File: src/rtl/q5_block_unpacker_macros.svh
// ----------------------------------------------------------------------------
// q5 block unpacker assertion macros
// Shared concurrent assertion helpers.
// ----------------------------------------------------------------------------
`ifndef Q5_BLOCK_UNPACKER_MACROS_SVH
`define Q5_BLOCK_UNPACKER_MACROS_SVH
`ifndef SYNTHESIS
`define Q5_ASSERT_IMPL(label, clk, rst_n, ante, cons) \
    label: assert property (@(posedge clk) disable iff (!rst_n) (ante) |-> (cons)) \
        else $error("assertion failed");
`define Q5_ASSERT_NEXT(label, clk, rst_n, ante, cons) \
    label: assert property (@(posedge clk) disable iff (!rst_n) (ante) |=> (cons)) \
        else $error("assertion failed");
`else
`define Q5_ASSERT_IMPL(label, clk, rst_n, ante, cons)
`define Q5_ASSERT_NEXT(label, clk, rst_n, ante, cons)
`endif
`endif

File: src/rtl/q5bu_pkg.sv
// ----------------------------------------------------------------------------
// q5bu_pkg
// Types, constants and scale conversion for the q5 block unpacker.
// ----------------------------------------------------------------------------
package q5bu_pkg;
    localparam int unsigned WORDS      = 5;
    localparam int unsigned IDX_W      = 3;
    localparam int unsigned QUEUE_DEPTH = 2;

    typedef struct packed {
        logic [31:0] scale;
        logic [31:0] high_bits;
        logic [63:0] nib_lo;
        logic [63:0] nib_hi;
        logic        fin;
    } t_entry;

    function automatic logic [31:0] half_to_single(input logic [15:0] h);
        logic [4:0]  ex;
        logic [9:0]  man;
        logic [3:0]  lz;
        logic [10:0] sh;
        logic [7:0]  e32;
        logic [31:0] res;
        ex  = h[14:10];
        man = h[9:0];
        lz  = 4'd0;
        for (int i = 9; i >= 0; i--) begin
            if (man[i] && lz == 4'd0 && (man >> i) == 10'd1) lz = 4'(10 - i);
        end
        sh  = {1'b0, man} << lz;
        e32 = 8'(8'd113 - {4'd0, lz});
        if (ex == 5'd0) begin
            if (man == 10'd0) res = {h[15], 31'd0};
            else              res = {h[15], e32, sh[9:0], 13'd0};
        end else if (ex == 5'h1F) begin
            res = {h[15], 8'hFF, man, 13'd0};
        end else begin
            res = {h[15], 8'({3'd0, ex} + 8'd112), man, 13'd0};
        end
        return res;
    endfunction
endpackage

File: src/rtl/q5bu_front.sv
// ----------------------------------------------------------------------------
// q5bu_front
// Accept blocks, convert the scale and push them into a two-entry queue.
// ----------------------------------------------------------------------------
module q5bu_front (
    input  logic              i_clk,
    input  logic              i_rst_n,
    input  logic              i_valid,
    output logic              o_ready,
    input  logic [15:0]       i_half_scale,
    input  logic [31:0]       i_high_bits,
    input  logic [63:0]       i_nibbles_first,
    input  logic [63:0]       i_nibbles_second,
    input  logic              i_final_block,
    output logic              o_q_valid,
    output q5bu_pkg::t_entry  o_q_data,
    input  logic              i_q_pop
);
    import q5bu_pkg::*;

    t_entry     r_mem [QUEUE_DEPTH];
    logic       r_wp, r_rp;
    logic [1:0] r_cnt;
    logic       push;

    assign o_ready   = r_cnt != 2'(QUEUE_DEPTH);
    assign push      = i_valid && o_ready;
    assign o_q_valid = r_cnt != 2'd0;
    assign o_q_data  = r_mem[r_rp];

    always_ff @(posedge i_clk) begin
        if (push) begin
            r_mem[r_wp] <= '{half_to_single(i_half_scale), i_high_bits,
                             i_nibbles_first, i_nibbles_second, i_final_block};
        end
        if (!i_rst_n) begin
            r_wp  <= 1'b0;
            r_rp  <= 1'b0;
            r_cnt <= 2'd0;
        end else begin
            if (push) r_wp <= ~r_wp;
            if (i_q_pop) r_rp <= ~r_rp;
            r_cnt <= 2'(r_cnt + {1'b0, push} - {1'b0, i_q_pop});
        end
    end
endmodule

File: src/rtl/q5bu_back.sv
// ----------------------------------------------------------------------------
// q5bu_back
// Serialize one queued block into five output words.
// ----------------------------------------------------------------------------
`include "q5_block_unpacker_macros.svh"
module q5bu_back (
    input  logic              i_clk,
    input  logic              i_rst_n,
    input  logic              i_q_valid,
    input  q5bu_pkg::t_entry  i_q_data,
    output logic              o_q_pop,
    output logic              o_valid,
    input  logic              i_ready,
    output logic [2:0]        o_word_index,
    output logic [63:0]       o_word_data,
    output logic              o_block_last,
    output logic              o_tensor_end
);
    import q5bu_pkg::*;

    logic [IDX_W-1:0] r_idx;
    logic [IDX_W-1:0] r_index;
    logic             r_valid;
    logic [63:0]      r_data;
    logic             r_last, r_end;
    logic             load;
    logic [63:0]      n_data;
    logic [319:0]     bytes;

    always_comb begin
        bytes = '0;
        bytes[31:0] = i_q_data.scale;
        for (int j = 0; j < 8; j++) begin
            bytes[32 + 8*j +: 8]  = {3'd0, i_q_data.high_bits[j],
                                     i_q_data.nib_lo[8*j +: 4]};
            bytes[96 + 8*j +: 8]  = {3'd0, i_q_data.high_bits[8+j],
                                     i_q_data.nib_hi[8*j +: 4]};
            bytes[160 + 8*j +: 8] = {3'd0, i_q_data.high_bits[16+j],
                                     i_q_data.nib_lo[8*j+4 +: 4]};
            bytes[224 + 8*j +: 8] = {3'd0, i_q_data.high_bits[24+j],
                                     i_q_data.nib_hi[8*j+4 +: 4]};
        end
        n_data = '0;
        case (r_idx)
            3'd0:    n_data = bytes[63:0];
            3'd1:    n_data = bytes[127:64];
            3'd2:    n_data = bytes[191:128];
            3'd3:    n_data = bytes[255:192];
            default: n_data = bytes[319:256];
        endcase
    end

    assign load    = i_q_valid && (!r_valid || i_ready);
    assign o_q_pop = load && r_idx == 3'(WORDS - 1);

    always_ff @(posedge i_clk) begin
        if (load) begin
            r_data  <= n_data;
            r_last  <= r_idx == 3'(WORDS - 1);
            r_end   <= r_idx == 3'(WORDS - 1) && i_q_data.fin;
            r_index <= r_idx;
        end
        if (!i_rst_n) begin
            r_idx   <= '0;
            r_valid <= 1'b0;
        end else begin
            if (load) r_idx <= (r_idx == 3'(WORDS - 1)) ? '0 : 3'(r_idx + 3'd1);
            if (load) r_valid <= 1'b1;
            else if (i_ready) r_valid <= 1'b0;
        end
    end

    assign o_valid      = r_valid;
    assign o_word_index = r_index;
    assign o_word_data  = r_data;
    assign o_block_last = r_last;
    assign o_tensor_end = r_end;

    `Q5_ASSERT_IMPL(a_idx_range, i_clk, i_rst_n, 1'b1, r_idx <= 3'(WORDS - 1))
    `Q5_ASSERT_IMPL(a_end_last, i_clk, i_rst_n, o_valid && o_tensor_end, o_block_last)
    `Q5_ASSERT_NEXT(a_pop_wrap, i_clk, i_rst_n, o_q_pop, r_idx == 3'd0)
endmodule

File: src/rtl/q5_block_unpacker.sv
// An accepted block is registered in the queue, and each word then in the output register.
// Block rate is set by the five-word output serializer and by stalls on i_ready.
// A two-block queue lets the input side accept while words still drain.
// Reset: synchronous active low; clears the queue and serializer control.
// ----------------------------------------------------------------------------
// q5_block_unpacker
// Unpack a 5-bit quantized block into five 64-bit words.
// ----------------------------------------------------------------------------
module q5_block_unpacker (
    input  logic        i_clk,
    input  logic        i_rst_n,
    input  logic        i_valid,
    output logic        o_ready,
    input  logic [15:0] i_half_scale,
    input  logic [31:0] i_high_bits,
    input  logic [63:0] i_nibbles_first,
    input  logic [63:0] i_nibbles_second,
    input  logic        i_final_block,
    output logic        o_valid,
    input  logic        i_ready,
    output logic [2:0]  o_word_index,
    output logic [63:0] o_word_data,
    output logic        o_block_last,
    output logic        o_tensor_end
);
    import q5bu_pkg::*;

    logic   q_valid, q_pop;
    t_entry q_data;

    q5bu_front u_front (
        .i_clk, .i_rst_n, .i_valid, .o_ready, .i_half_scale, .i_high_bits,
        .i_nibbles_first, .i_nibbles_second, .i_final_block,
        .o_q_valid(q_valid), .o_q_data(q_data), .i_q_pop(q_pop)
    );

    q5bu_back u_back (
        .i_clk, .i_rst_n, .i_q_valid(q_valid), .i_q_data(q_data), .o_q_pop(q_pop),
        .o_valid, .i_ready, .o_word_index, .o_word_data, .o_block_last,
        .o_tensor_end
    );
endmodule
File: config.mk
export PLATFORM = sky130hd
export DESIGN_NAME = q5_block_unpacker
export DESIGN_NICKNAME = d
export VERILOG_FILES = /design/src/rtl/q5bu_pkg.sv /design/src/rtl/q5bu_front.sv /design/src/rtl/q5bu_back.sv /design/src/rtl/q5_block_unpacker.sv
export VERILOG_INCLUDE_DIRS = /design/src /design/src/rtl
export SDC_FILE = /design/constraint.sdc
export NUM_CORES = 1
export LEC_CHECK = 0
export ABC_AREA = 1
export BUFFER_PORTS_ARGS = -buffer_cell sky130_fd_sc_hd__buf_4
export CORE_UTILIZATION = 36
export CTS_BUF_LIST = sky130_fd_sc_hd__clkbuf_4 sky130_fd_sc_hd__clkbuf_8 sky130_fd_sc_hd__clkbuf_16
export CTS_CLUSTER_DIAMETER = 120
export CTS_CLUSTER_SIZE = 24
export DETAILED_ROUTE_END_ITERATION = 7
export SLEW_MARGIN = 25
export SYNTH_ARGS = -nofsm -noshare
export SYNTH_HDL_FRONTEND = slang
export SYNTH_HIERARCHICAL = 1
export SYNTH_SLANG_ARGS = --single-unit
File: constraint.sdc
create_clock -name i_clk -period 12.12 [get_ports i_clk]
set_input_delay 2.424 -clock i_clk [delete_from_list [all_inputs] [get_ports i_clk]]
set_output_delay 2.424 -clock i_clk [all_outputs]
set_load 0.01 [all_outputs]
==> results.tsv <==
metric	value	unit
stdcell_count	2166	
cts_tree	done	
cp_common_cell	buf_4	
drt-initial-drc-count	679	
tightest_slew	978.9	ps
switching_share	33.03	%
slew_viol_final	0	
critPathCaptureType	flip-flop	
drive_above_1_share	33.82	%
setup.worst_path.start	i_valid	
htreeDepth	1	
pre_cts_ws	7032	ps
min_period_over_period	37.19	%
first_pass_iters	5	
initial_core_util	36.53	%
placed_cells	2134	
clkSlewWorstSetupHoldPaths	100	ps
grt_usage	16.46	%
yosys_warnings	6	
grt_pass1_wl	63340	um
status	completed	
timing.fmax	0.2219	GHz
grt_remaining_overflow	0	
first_global_vias	10770	
hold_viol_final	0	
rsz0062_at_grt	no	
skew	13.01	ps
seqPwrFrac	48.9	%
setup_violations	0	
area_delta_synth_final	16.78	%
die_x	224.9	um
drc	0	
post_dp_cell_area	20250	um2
comb_power_share	32.4	%
start_kind	input pin	
ys_seq_area_share	70.70	%
worstPathArrival	4670	ps
syn-cell-area	17880	um2
path_class	in -> reg	
cts_resized	0	
io_buffer_count	239	
vias_per_cell	4.833	
hp-class	reg -> reg	
whs_path_depth	0	
syn_area_per_cell	13.97	um2
insertion_delay	540	ps
cts_buffers	21	
final_cell_mix	415 x edfxtp_1, 257 x buf_4, 208 x nand2_1	
slowest_stage	buf_4	
multi_input_area	4651	um2
antenna_found_initial	2	
fp.dieH	224.9	um
totalNegativeSetupSlack	0	ps
worstPathCellList	buf_4, nand2_1, nor2_4, buf_4, buf_4	
fp-row-count	81	
top_level_ports	252	
ant_nets	0	
min_period	4507	ps
vdd_drop_max	119.6	uV
diodes	0	
r2r-start	u_front/r_cnt[0]$_SDFF_PN0_	
cts.sinks	424	
gp_congestion	0.8273	
synth_cells	1280	
synth-seq-cells	424	
design.core.area	48950	um2
ys_types	37	
vias	10470	
layout_commonest_cell	edfxtp_1	
p_int	2.822	mW
crit_required	12290	ps
root_buffer	clkbuf_16	
dp_hpwl	26180	um
cts_hold_buf	0	
nets	1684	
wl	42190	um
p_clk_share	18.7	%
fin_area	20880	um2
cts_buffer_depth	3	
cp_slowest_stage_delay	810	ps
rr_worst_depth	6	
layout_setup_ws	7613	ps
netSwitchingPower	1.392	mW
cts_setup_buffers	0	
powerDensity	201.8	nW/um2
crit_fanout	62	
n_fill_cell	4459	
die_area	50570	um2
maxCapViolCount	0	
final-seq-area	12650	um2
grt_max_degree	69	
wl_per_cell	19.48	um
leakage	7.868	nW
slew_headroom	34.74	%
min_from	u_back/r_idx[0]$_SDFFE_PN0P_	
[routing by layer]
metal	routed length [um]	global-route usage (%)	up-vias
met2	20910	28.55	249
li1	-	-	4946
met5	27	0	-
met1	18590	22.02	5238
met3	2054	2.626	32
met4	607	2.567	4
[power groups by stage]
stage / sequential (mW) / combinational [mW] / clock, mW
3_5_place_dp: 2.11 / 1.37 / 0
4_1_cts: 2.08 / 1.38 / 0.819
3_3_place_gp: 2.10 / 1.36 / 0
6_report: 2.06 / 1.37 / 0.789
2_1_floorplan: 2.17 / 0.794 / 0
5_1_grt: 2.08 / 1.51 / 0.863
[per-stage QoR]
stage | util, % | total power, mW | hold slack [ps]
2_1_floorplan | - | 2.969 | 450.6
3_3_place_gp | 41.35 | 3.458 | 469.5
3_5_place_dp | 41.36 | 3.478 | 488.9
4_1_cts | 42.60 | 4.271 | 530.4
5_1_grt | 42.66 | 4.452 | 558.2
6_report | 42.66 | 4.214 | 536.3
[Yosys cell counts, drive strengths merged]
master,n,area [um2]
ha,9,112.6
dfxtp,9,180.2
xnor2,2,17.52
edfxtp,415,12460
and3,1,6.260
clkbuf,16,60.06
o21a,1,7.510
nand4,3,25.02
o41ai,1,8.760
conb,2,7.510
or2,1,6.260
buf,74,465.5
nor2,101,420.4
o21ai,13,68.81
inv,50,187.7
mux2,179,2016
nand3b,2,15.01
nand2,217,850.8
nand3,172,878.4
a21oi,7,35.03
nor3,2,10.01
o211ai,2,20.02
o31ai,1,21.27
[registers in the layout, summed over array words and instances, names as in the netlist, named ones only]
signal               count
u_back/r_idx             3
u_back/o_tensor_end      1
u_front/r_wp             1
u_front/r_cnt            2
u_front/r_rp             1
u_back/o_word_data      52
u_back/o_valid           1
u_back/o_word_index      3
u_back/o_block_last      1
u_front/r_mem          358
[worst paths after layout]
kind,to,slack (ps)
worst max-delay path,u_front/r_mem[0][192]$_DFFE_PP_,7610
worst max register to register,u_front/r_mem[0][192]$_DFFE_PP_,9040
worst min-delay path,u_back/o_word_index[0]$_DFFE_PP_,540
worst min register to register,u_back/o_word_index[0]$_DFFE_PP_,540
[worst max-delay path: cells and delay by family]
kind	cells	cell delay, ps
buffers and inverters	3	1410
AND/OR/NAND/NOR	2	770
[kinds of logic (layout without fill, tap and decap cells)]
kind of cell | Yosys count | after routing | synth area share [%]
compound gates | 25 | 25 | 0.9026
xor+xnor | 2 | 2 | 0.09797
fa+ha+maj | 9 | 9 | 0.6297
buf+inv | 140 | 339 | 3.988
flops | 424 | 424 | 70.70
mux | 179 | 179 | 11.27
other cells | 2 | 25 | 0.04200
simple gates | 499 | 499 | 12.37
[cell type report]
cell class,instances,area share (%)
well taps,664,3.978
flip-flops and latches,424,60.56
multi-input cells,739,22.27
clock inverters,1,0.03595
inverters,50,0.9167
repair buffers,258,9.371
clock buffers,30,2.870
Note: power is estimated with default switching activity, not from simulation.
